File: config.mk
export PLATFORM = sky130hd
export DESIGN_NAME = mqtt_frame_receiver
export DESIGN_NICKNAME = d
export VERILOG_FILES = /design/src/hdl/mfr_pkg.sv /design/src/hdl/mfr_front.sv /design/src/hdl/mfr_queue.sv /design/src/hdl/mfr_engine.sv /design/src/hdl/mqtt_frame_receiver.sv
export SDC_FILE = /design/constraint.sdc
export NUM_CORES = 1
export LEC_CHECK = 0
export BUFFER_PORTS_ARGS = -buffer_cell sky130_fd_sc_hd__buf_4
export CORE_UTILIZATION = 55
export DETAILED_ROUTE_END_ITERATION = 16
export PLACE_DENSITY_LB_ADDON = 0.08
export SLEW_MARGIN = 5
export SYNTH_ARGS = -nofsm -noshare
export SYNTH_HDL_FRONTEND = slang
export SYNTH_SLANG_ARGS = --single-unit
File: constraint.sdc
create_clock -name i_clk -period 14.4 [get_ports i_clk]
set_input_delay 0 -clock i_clk [delete_from_list [all_inputs] [get_ports i_clk]]
set_output_delay 0 -clock i_clk [all_outputs]
set_load 0.02 [all_outputs]
File: src/hdl/mfr_pkg.sv
// Shared types and constants for the MQTT frame receiver.
// No dependencies; imported by every module of the block.
package mfr_pkg;

    // Input item and result item
    typedef struct packed {
        logic       func;
        logic [7:0] rx_byte;
    } t_in_item;

    typedef struct packed {
        logic [1:0]  event_res;
        logic [7:0]  byte_out;
        logic [3:0]  frame_type;
        logic [3:0]  frame_flags;
        logic [27:0] body_length;
        logic        frame_end;
        logic [2:0]  status;
        logic [1:0]  link_state;
    } t_out_item;

    // Input function codes
    localparam logic FUNC_BYTE    = 1'b0;
    localparam logic FUNC_RESTART = 1'b1;

    // Classified operation passed from front end to engine
    typedef enum logic [0:0] {
        OP_BYTE    = 1'b0,
        OP_RESTART = 1'b1
    } t_op;

    typedef struct packed {
        t_op        op;
        logic [7:0] data;
    } t_op_item;

    // Decoupling queue size
    localparam int QUEUE_DEPTH = 4;
    localparam int QUEUE_AW    = 2;

    // Event codes
    localparam logic [1:0] EV_HEADER  = 2'd0;
    localparam logic [1:0] EV_BODY    = 2'd1;
    localparam logic [1:0] EV_DROP    = 2'd2;
    localparam logic [1:0] EV_RESTART = 2'd3;

    // Status codes
    localparam logic [2:0] ST_OK         = 3'd0;
    localparam logic [2:0] ST_BAD_STATE  = 3'd1;
    localparam logic [2:0] ST_UNEXPECTED = 3'd2;
    localparam logic [2:0] ST_REFUSED    = 3'd3;
    localparam logic [2:0] ST_MALFORMED  = 3'd4;

    // Reported link state codes
    localparam logic [1:0] LS_WAIT = 2'd0;
    localparam logic [1:0] LS_CONN = 2'd1;
    localparam logic [1:0] LS_ERR  = 2'd2;

    // Control packet types
    localparam logic [3:0] PKT_CONNACK  = 4'd2;
    localparam logic [3:0] PKT_PUBLISH  = 4'd3;
    localparam logic [3:0] PKT_PUBACK   = 4'd4;
    localparam logic [3:0] PKT_PUBREC   = 4'd5;
    localparam logic [3:0] PKT_PUBREL   = 4'd6;
    localparam logic [3:0] PKT_PUBCOMP  = 4'd7;
    localparam logic [3:0] PKT_SUBACK   = 4'd9;
    localparam logic [3:0] PKT_UNSUBACK = 4'd11;
    localparam logic [3:0] PKT_PINGRESP = 4'd13;

    // Byte field masks
    localparam logic [7:0] LEN_DATA_MASK = 8'h7F;
    localparam logic [7:0] LEN_MORE_BIT  = 8'h80;
    localparam logic [3:0] NIBBLE_MASK   = 4'h0F;

endpackage

File: src/hdl/mfr_front.sv
// Front end of the MQTT frame receiver: input register and classification.
// Depends on mfr_pkg; feeds mfr_queue.
module mfr_front (
    input  logic              i_clk,
    input  logic              i_rst_n,
    input  logic              i_in_valid,
    output logic              o_in_ready,
    input  mfr_pkg::t_in_item i_in_data,
    output logic              o_push,
    output mfr_pkg::t_op_item o_push_data,
    input  logic              i_queue_full
);
    import mfr_pkg::*;

    logic     r_valid;
    t_op_item r_item;
    t_op_item n_item;
    logic     n_valid;

    // Classify the incoming item; restart carries no byte
    always_comb begin
        case (i_in_data.func)
            FUNC_RESTART: begin
                n_item.op   = OP_RESTART;
                n_item.data = 8'h00;
            end
            default: begin
                n_item.op   = OP_BYTE;
                n_item.data = i_in_data.rx_byte;
            end
        endcase
    end

    assign o_push      = r_valid && !i_queue_full;
    assign o_push_data = r_item;
    assign o_in_ready  = !r_valid || !i_queue_full;

    // Hold the item until the queue takes it
    always_comb begin
        n_valid = r_valid;
        if (o_push) begin
            n_valid = 1'b0;
        end
        if (i_in_valid && o_in_ready) begin
            n_valid = 1'b1;
        end
    end

    always_ff @(posedge i_clk) begin
        if (!i_rst_n) begin
            r_valid <= 1'b0;
        end else begin
            r_valid <= n_valid;
        end
    end

    always_ff @(posedge i_clk) begin
        if (i_in_valid && o_in_ready) begin
            r_item <= n_item;
        end
    end

endmodule

File: src/hdl/mfr_queue.sv
// Short queue between the front end and the frame engine.
// Depends on mfr_pkg for the item type and depth.
module mfr_queue (
    input  logic              i_clk,
    input  logic              i_rst_n,
    input  logic              i_push,
    input  mfr_pkg::t_op_item i_push_data,
    output logic              o_full,
    input  logic              i_pop,
    output logic              o_valid,
    output mfr_pkg::t_op_item o_data
);
    import mfr_pkg::*;

    t_op_item              r_mem [QUEUE_DEPTH];
    logic [QUEUE_AW-1:0]   r_wr_ptr;
    logic [QUEUE_AW-1:0]   r_rd_ptr;
    logic [QUEUE_AW:0]     r_count;
    logic [QUEUE_AW:0]     n_count;

    assign o_full  = (r_count == (QUEUE_AW+1)'(QUEUE_DEPTH));
    assign o_valid = (r_count != '0);
    assign o_data  = r_mem[r_rd_ptr];

    // Track fill level
    always_comb begin
        n_count = r_count;
        case ({i_push, i_pop})
            2'b10:   n_count = r_count + 1'b1;
            2'b01:   n_count = r_count - 1'b1;
            default: n_count = r_count;
        endcase
    end

    always_ff @(posedge i_clk) begin
        if (!i_rst_n) begin
            r_wr_ptr <= '0;
            r_rd_ptr <= '0;
            r_count  <= '0;
        end else begin
            r_count <= n_count;
            if (i_push) begin
                r_wr_ptr <= r_wr_ptr + 1'b1;
            end
            if (i_pop) begin
                r_rd_ptr <= r_rd_ptr + 1'b1;
            end
        end
    end

    // Store entries
    always_ff @(posedge i_clk) begin
        if (i_push) begin
            r_mem[r_wr_ptr] <= i_push_data;
        end
    end

endmodule

File: src/hdl/mfr_engine.sv
// Frame engine of the MQTT frame receiver: header decode, length varint,
// body pass-through, end-of-frame check and output register. Uses mfr_pkg.
module mfr_engine #(
    parameter int LENGTH_GROUPS = 4
) (
    input  logic               i_clk,
    input  logic               i_rst_n,
    input  logic               i_q_valid,
    input  mfr_pkg::t_op_item  i_q_data,
    output logic               o_pop,
    output logic               o_out_valid,
    input  logic               i_out_ready,
    output mfr_pkg::t_out_item o_out_data
);
    import mfr_pkg::*;

    typedef enum logic [2:0] {
        PH_TYPE = 3'b001,
        PH_LEN  = 3'b010,
        PH_BODY = 3'b100
    } t_phase;

    typedef enum logic [2:0] {
        LK_WAIT = 3'b001,
        LK_CONN = 3'b010,
        LK_ERR  = 3'b100
    } t_link;

    typedef struct packed {
        logic [2:0] status;
        t_link      link;
    } t_fin;

    t_link       r_link,  n_link;
    t_phase      r_phase, n_phase;
    logic [3:0]  r_type,  n_type;
    logic [3:0]  r_flags, n_flags;
    logic [27:0] r_accum, n_accum;
    logic [2:0]  r_grp,   n_grp;
    logic [27:0] r_body,  n_body;
    logic [7:0]  r_code,  n_code;

    logic        r_out_valid;
    t_out_item   r_out, n_out;

    logic [27:0] len_term;
    logic [27:0] accum_sum;
    logic [27:0] body_inc;
    t_fin        fin;
    logic [7:0]  b;

    // Check a completed frame against the link state
    function automatic t_fin finish_frame(input logic [3:0] ptype, input t_link link,
                                          input logic [27:0] accum, input logic [7:0] code);
        t_fin f;
        f.status = ST_OK;
        f.link   = link;
        case (ptype)
            PKT_CONNACK: begin
                if (link != LK_WAIT) begin
                    f.status = ST_BAD_STATE;
                end else if (accum < 28'd2) begin
                    f.status = ST_MALFORMED;
                end else if (code != 8'h00) begin
                    f.status = ST_REFUSED;
                end else begin
                    f.link = LK_CONN;
                end
            end
            PKT_PUBLISH: begin
                if (link != LK_CONN) begin
                    f.status = ST_BAD_STATE;
                end
            end
            PKT_PUBACK, PKT_PUBREC, PKT_PUBREL, PKT_PUBCOMP,
            PKT_SUBACK, PKT_UNSUBACK, PKT_PINGRESP: begin
                f.status = ST_OK;
            end
            default: f.status = ST_UNEXPECTED;
        endcase
        if (f.status != ST_OK) begin
            f.link = LK_ERR;
        end
        return f;
    endfunction

    function automatic logic [1:0] link_code(input t_link link);
        case (link)
            LK_CONN: return LS_CONN;
            LK_ERR:  return LS_ERR;
            default: return LS_WAIT;
        endcase
    endfunction

    assign b     = i_q_data.data;
    assign o_pop = i_q_valid && (!r_out_valid || i_out_ready);

    // Place the 7-bit length group at its weight
    always_comb begin
        case (r_grp[1:0])
            2'd1:    len_term = {14'd0, b[6:0] & LEN_DATA_MASK[6:0], 7'd0};
            2'd2:    len_term = {7'd0, b[6:0] & LEN_DATA_MASK[6:0], 14'd0};
            2'd3:    len_term = {b[6:0] & LEN_DATA_MASK[6:0], 21'd0};
            default: len_term = {21'd0, b[6:0] & LEN_DATA_MASK[6:0]};
        endcase
    end

    assign accum_sum = r_accum + len_term;
    assign body_inc  = r_body + 28'd1;

    // End-of-frame check, fed by whichever phase completes the frame
    always_comb begin
        if (r_phase == PH_BODY) begin
            fin = finish_frame(r_type, r_link, r_accum,
                               (body_inc == 28'd2) ? b : r_code);
        end else begin
            fin = finish_frame(r_type, r_link, accum_sum, r_code);
        end
    end

    // Advance the frame state for one item
    always_comb begin
        logic [1:0] ev;
        logic [7:0] bo;
        logic       fend;
        logic [2:0] st;

        n_link  = r_link;
        n_phase = r_phase;
        n_type  = r_type;
        n_flags = r_flags;
        n_accum = r_accum;
        n_grp   = r_grp;
        n_body  = r_body;
        n_code  = r_code;
        ev      = EV_HEADER;
        bo      = 8'h00;
        fend    = 1'b0;
        st      = ST_OK;

        if (i_q_data.op == OP_RESTART) begin
            n_link  = LK_WAIT;
            n_phase = PH_TYPE;
            n_type  = 4'd0;
            n_flags = 4'd0;
            n_accum = 28'd0;
            n_grp   = 3'd0;
            n_body  = 28'd0;
            n_code  = 8'h00;
            ev      = EV_RESTART;
        end else if (r_link == LK_ERR) begin
            ev = EV_DROP;
            st = ST_BAD_STATE;
        end else begin
            case (r_phase)
                PH_LEN: begin
                    if (r_grp >= 3'(LENGTH_GROUPS)) begin
                        st      = ST_MALFORMED;
                        n_link  = LK_ERR;
                        n_phase = PH_TYPE;
                    end else begin
                        n_accum = accum_sum;
                        n_grp   = r_grp + 3'd1;
                        if ((b & LEN_MORE_BIT) == 8'h00) begin
                            if (accum_sum == 28'd0) begin
                                fend    = 1'b1;
                                st      = fin.status;
                                n_link  = fin.link;
                                n_phase = PH_TYPE;
                            end else begin
                                n_phase = PH_BODY;
                            end
                        end
                    end
                end
                PH_BODY: begin
                    ev     = EV_BODY;
                    bo     = b;
                    n_body = body_inc;
                    if (body_inc == 28'd2) begin
                        n_code = b;
                    end
                    if (body_inc >= r_accum) begin
                        fend    = 1'b1;
                        st      = fin.status;
                        n_link  = fin.link;
                        n_phase = PH_TYPE;
                    end
                end
                default: begin
                    n_type  = b[7:4];
                    n_flags = b[3:0] & NIBBLE_MASK;
                    n_accum = 28'd0;
                    n_grp   = 3'd0;
                    n_body  = 28'd0;
                    n_code  = 8'h00;
                    n_phase = PH_LEN;
                end
            endcase
        end

        n_out.event_res   = ev;
        n_out.byte_out    = bo;
        n_out.frame_type  = n_type;
        n_out.frame_flags = n_flags;
        n_out.body_length = n_accum;
        n_out.frame_end   = fend;
        n_out.status      = st;
        n_out.link_state  = link_code(n_link);
    end

    always_ff @(posedge i_clk) begin
        if (!i_rst_n) begin
            r_link      <= LK_WAIT;
            r_phase     <= PH_TYPE;
            r_type      <= 4'd0;
            r_flags     <= 4'd0;
            r_accum     <= 28'd0;
            r_grp       <= 3'd0;
            r_body      <= 28'd0;
            r_code      <= 8'h00;
            r_out_valid <= 1'b0;
        end else begin
            if (o_pop) begin
                r_link  <= n_link;
                r_phase <= n_phase;
                r_type  <= n_type;
                r_flags <= n_flags;
                r_accum <= n_accum;
                r_grp   <= n_grp;
                r_body  <= n_body;
                r_code  <= n_code;
            end
            if (o_pop) begin
                r_out_valid <= 1'b1;
            end else if (i_out_ready) begin
                r_out_valid <= 1'b0;
            end
        end
    end

    // Output register holds while the receiver stalls
    always_ff @(posedge i_clk) begin
        if (o_pop) begin
            r_out <= n_out;
        end
    end

    assign o_out_valid = r_out_valid;
    assign o_out_data  = r_out;

endmodule

File: src/hdl/mqtt_frame_receiver.sv
// MQTT frame receiver top level: deframes a received byte stream.
// Instantiates mfr_front, mfr_queue and mfr_engine; uses mfr_pkg.
//
// Input channel (i_in_valid / o_in_ready / i_in_data): one item per
// transaction, either a received byte or a restart request.
// Output channel (o_out_valid / i_out_ready / o_out_data): exactly one result
// per input item, in order: event code, passed-through body byte, held frame
// type and flags, decoded remaining length, end-of-frame mark, status and
// link state.
// Path: each item passes through the input register, the queue and the output
// register before its result shows on the output.
// Throughput: one item per cycle while the receiver keeps taking results; the
// frame engine settles each byte in one combinational update of its state.
// A four-entry queue separates the front end from the engine, so the input
// keeps accepting while a result waits; when the receiver stalls, the output
// holds, the queue fills and o_in_ready then drops.
// Reset (i_rst_n low, synchronous) empties the queue and the output register
// and puts the link into waiting-for-connack with the frame phase expecting
// a type byte.
module mqtt_frame_receiver #(
    parameter int LENGTH_GROUPS = 4
) (
    input  logic               i_clk,
    input  logic               i_rst_n,
    input  logic               i_in_valid,
    output logic               o_in_ready,
    input  mfr_pkg::t_in_item  i_in_data,
    output logic               o_out_valid,
    input  logic               i_out_ready,
    output mfr_pkg::t_out_item o_out_data
);
    import mfr_pkg::*;

    logic     push;
    t_op_item push_data;
    logic     queue_full;
    logic     pop;
    logic     q_valid;
    t_op_item q_data;

    mfr_front u_front (
        .i_clk        (i_clk),
        .i_rst_n      (i_rst_n),
        .i_in_valid   (i_in_valid),
        .o_in_ready   (o_in_ready),
        .i_in_data    (i_in_data),
        .o_push       (push),
        .o_push_data  (push_data),
        .i_queue_full (queue_full)
    );

    mfr_queue u_queue (
        .i_clk       (i_clk),
        .i_rst_n     (i_rst_n),
        .i_push      (push),
        .i_push_data (push_data),
        .o_full      (queue_full),
        .i_pop       (pop),
        .o_valid     (q_valid),
        .o_data      (q_data)
    );

    mfr_engine #(
        .LENGTH_GROUPS (LENGTH_GROUPS)
    ) u_engine (
        .i_clk       (i_clk),
        .i_rst_n     (i_rst_n),
        .i_q_valid   (q_valid),
        .i_q_data    (q_data),
        .o_pop       (pop),
        .o_out_valid (o_out_valid),
        .i_out_ready (i_out_ready),
        .o_out_data  (o_out_data)
    );

endmodule

==> impl_metrics.csv <==
group,metric,value,unit
run_status,status,"finished clean",
setup_path,slowest_stage,"dfxtp_1",
clock_network,clk_latency,460,ps
timing,setup_viol,0,
grt,grt_util_met2,0.478,
worst_hold_path,whs_path_depth,2,
power,p_leak,0.00501,uW
grt,grt_pass1_wl,50300,microns
timing,slew_viol_final,0,
power,p_per_area,141,mW/mm^2
logic_synthesis,ys_ff_latch,189,
detailed_routing,dr.pass1.iters,5,
setup_path,worst_r2r_path_depth,16,
cells_and_area,multi_input_area,0.00653,sq mm
timing,worst_slew_pin_slew,1100,ps
timing,rsz0062_at_grt,"no",
setup_path,cp-end-kind,"flop",
run,maxCapViolations,0,
clock_network,numCtsBuffers,17,
worst_hold_path,min_from,"i_rst_n",
clock_network,clock-sinks,189,
cells_and_area,fill_cells,1801,
floorplanning,die_x,149,microns
floorplanning,coreArea,0.0211,sq mm
logic_synthesis,netlist.area_leader.share,0.246,
timing,fin_skew,20.8,ps
detailed_routing,via_per_inst,6.08,
clock_network,htreeDepth,4,
floorplanning,initial_core_util,0.562,
power,combPwrFrac,0.330,
worst_hold_path,worstHoldPathType,"input port to flop",
logic_synthesis,synth_top_cell_by_area,"edfxtp_1",
cells_and_area,area_growth,11.5,%
floorplanning,rows,53,
place,portBuffers,66,
timing,fmax,0.177,GHz
timing,final.min_clock_period,5640,ps
cells_and_area,num-nets-final,1430,
grt,grt_pass1_vias,9356,
setup_path,path_class,"flop to flop",
timing,slew-limit-headroom,0.260,
clock_network,cts.reportedPaths.clkPinSlew,80,ps
grt,antenna_found_initial,0,
logic_synthesis,ys_warn_count,0,
grt,grt.overflow.total,0,
detailed_routing,vias,9958,
logic_synthesis,syn_avg_cell_area,9.03,sq um
logic_synthesis,synth_edf_count,97,
cells_and_area,antennaDiodeCount,0,
clock_network,cts_tree,"yes",
logic_synthesis,ys_top_cells_by_count,"151 x nand2_1, 132 x nor2_1, 97 x edfxtp_1",
timing,finalCritPeriodShare,0.392,
timing,tns,0,ps
setup_path,worstPathRequired,14620,ps
place,hpwl,22900,microns
logic_synthesis,ys_types,91,
setup_path,start_kind,"flop",
power,p_int,1140,uW
timing,fin_hold_ws,139,ps
logic_synthesis,synthArstFlopShare,0,
setup_path,r2r_slack,8760,ps
power,swShare,0.390,
detailed_routing,wl_per_cell,19.4,microns
clock_network,cts_buffer_depth,2,
grt,grt.busiest_layer,"met2",
setup_path,cpMostUsedCell,"or3_1",
power,irDropWorstVdd,0.210,mV
floorplanning,fp.dieH,149,microns
setup_path,cp_max_fo,10,
cells_and_area,ff_latch_area,0.00475,sq mm
worst_hold_path,holdPathEnd,"u_engine.r_phase[0]",
clock_network,root_buffer,"clkbuf_16",
logic_synthesis,ys.flop_type,"edfxtp_1",
detailed_routing,drt_wl_total,31800,microns
grt,met1_usage,0.401,
power,pwr-share-seq,0.396,
grt,met3_usage,0.0440,
timing,hold_violations,0,
logic_synthesis,syn_area,0.0118,sq mm
logic_synthesis,syn-num-nets,1393,
floorplanning,ioPinCount,67,
logic_synthesis,syn_inst,1312,
setup_path,worstPathArrival,5860,ps
grt,grt_usage,0.295,
detailed_routing,drtIter0Drc,706,
logic_synthesis,yosysSeqAreaShare,0.401,
setup_path,slowest_delay,690,ps
logic_synthesis,yosysMostFrequentCell,"nand2_1",
cells_and_area,drive_gt1_frac,0.114,
power,p_switching,727,uW
detailed_routing,drc,0,
grt,grt_max_degree,94,
setup_path,path_cells,"mux4_2, and2_1, ha_1, inv_1, fa_1, nand2b_1, a211oi_4, o211ai_1, and3b_1, or3_1, a2111oi_2, nand4_1, or3_1, o311a_1, o32a_1, and3_1",
detailed_routing,ant_nets,0,
setup_path,reg2reg_to,"u_engine.o_out_data[1]",
place,gp_congestion,0.965,
floorplanning,dieArea,0.0221,sq mm
logic_synthesis,yosys-top-cells-area,"edfxtp_1 25%, dfxtp_1 16%, ha_1 7.0%",
power,pwr-share-clk,0.274,
clock_network,cts_resized,0,
==> worst max-delay path, delay by kind of cell, from the launching register on <==
kind,cells,cell delay (ps)
muxes,1,470
DFF,1,690
AOI/OAI and AO/OA,5,1810
and+or+nand+nor,7,1800
buffers and inverters,1,60
adders and majority gates,2,570
==> final cells by class <==
class                   count  area share
flip-flops and latches    189       0.360
clock buffers              17      0.0322
clock inverters            15      0.0168
multi-input cells         988       0.494
inverters                  64      0.0183
repair buffers             89      0.0526
well taps                 275      0.0260
==> logic make-up (layout without fill, tap and decap cells) <==
logic type | after synthesis | in the layout | share of synthesized area
AND/OR/NAND/NOR | 521 | 521 | 0.219
buffers and inverters | 135 | 185 | 0.0475
flip-flops | 189 | 189 | 0.401
XOR/XNOR | 54 | 54 | 0.0399
AO/OA/AOI/OAI | 324 | 324 | 0.192
multiplexers | 21 | 21 | 0.0272
adder cells (fa/ha/maj) | 68 | 68 | 0.0731
==> repair_timing <==
item / 4_1_cts / 5_1_grt
endpoints found under the hold margin: 11 / 0
hold buffers: 11 / 0
setup buffers: 0 / 0
==> worst max path at each step <==
| stage | startpoint | endpoint | slack (ps) | cells past startpoint |
|---|---|---|---|---|
| 2_1_floorplan | flop | u_engine.o_out_data[1] | 9580 | 18 |
| 3_3_place_gp | flop | u_engine.o_out_data[1] | 8850 | 16 |
| 3_5_place_dp | flop | u_engine.o_out_data[1] | 8750 | 14 |
| 4_1_cts | flop | u_engine.o_out_data[1] | 8750 | 14 |
| 5_1_grt | flop | u_engine.o_out_data[1] | 8490 | 16 |
| 6_report | flop | u_engine.o_out_data[1] | 8760 | 16 |
==> registers in the layout, summed over array words and instances (netlist names), named ones only <==
| signal | cells |
|---|---|
| u_engine.o_out_data | 52 |
| u_queue.r_mem | 36 |
| u_engine.r_accum | 28 |
| u_engine.r_body | 28 |
| u_front.o_push_data | 9 |
| u_engine.r_code | 8 |
| u_engine.r_flags | 4 |
| u_engine.r_type | 4 |
| u_engine.r_grp | 3 |
| u_engine.r_link | 3 |
| u_engine.r_phase | 3 |
| u_queue.r_count | 3 |
| u_queue.r_rd_ptr | 2 |
| u_queue.r_wr_ptr | 2 |
| u_engine.o_out_valid | 1 |
| u_front.r_valid | 1 |
==> routing by layer <==
metal / vias to the layer above / routed length (microns)
met5: - / 0
met4: 0 / 764
met3: 52 / 1850
met2: 315 / 15000
met1: 4784 / 14200
li1: 4807 / -
==> stage by stage <==
step                instance area, sq um  setup WS (ps)  power (uW)  cells   util
floorplan                          11800           9580        1140   1312      -
global route                       13200           8490        1950   1637  0.627
global placement                   12500           8850        1360   1594  0.591
detailed placement                 12500           8750        1370   1594  0.591
finish                             13200           8760        1870   1637  0.627
CTS                                13200           8750        1880   1637  0.627
==> cells in the final DEF, fill, tap and decap left out, types with 9 or more instances in the layout <==
| cell | count |
|---|---|
| nor2b_1 | 32 |
| edfxtp_1 | 97 |
| o21ai_0 | 53 |
| and3_1 | 10 |
| clkbuf_16 | 17 |
| nand3_1 | 25 |
| buf_4 | 78 |
| a21boi_0 | 53 |
| nand4_1 | 19 |
| o21a_1 | 15 |
| nand2_1 | 151 |
| and2_1 | 34 |
| a21o_1 | 15 |
| a22oi_1 | 36 |
| a21oi_1 | 52 |
| xnor2_1 | 33 |
| a31oi_1 | 11 |
| dlygate4sd3_1 | 11 |
| ha_1 | 66 |
| nor3_1 | 31 |
| mux2i_1 | 12 |
| dfxtp_1 | 92 |
| nor4_1 | 15 |
| nor2_1 | 132 |
| mux4_2 | 9 |
| or3_1 | 12 |
| inv_1 | 63 |
| xor2_1 | 21 |
| nand2b_1 | 11 |
==> power by group through the flow <==
stage | Combinational (uW) | Sequential, uW | Clock [uW]
global route | 666 | 751 | 536
global placement | 606 | 750 | 0
finish | 615 | 740 | 511
floorplan | 302 | 839 | 0
CTS | 619 | 742 | 519
detailed placement | 614 | 753 | 0
(Power assumes the default switching activity.)
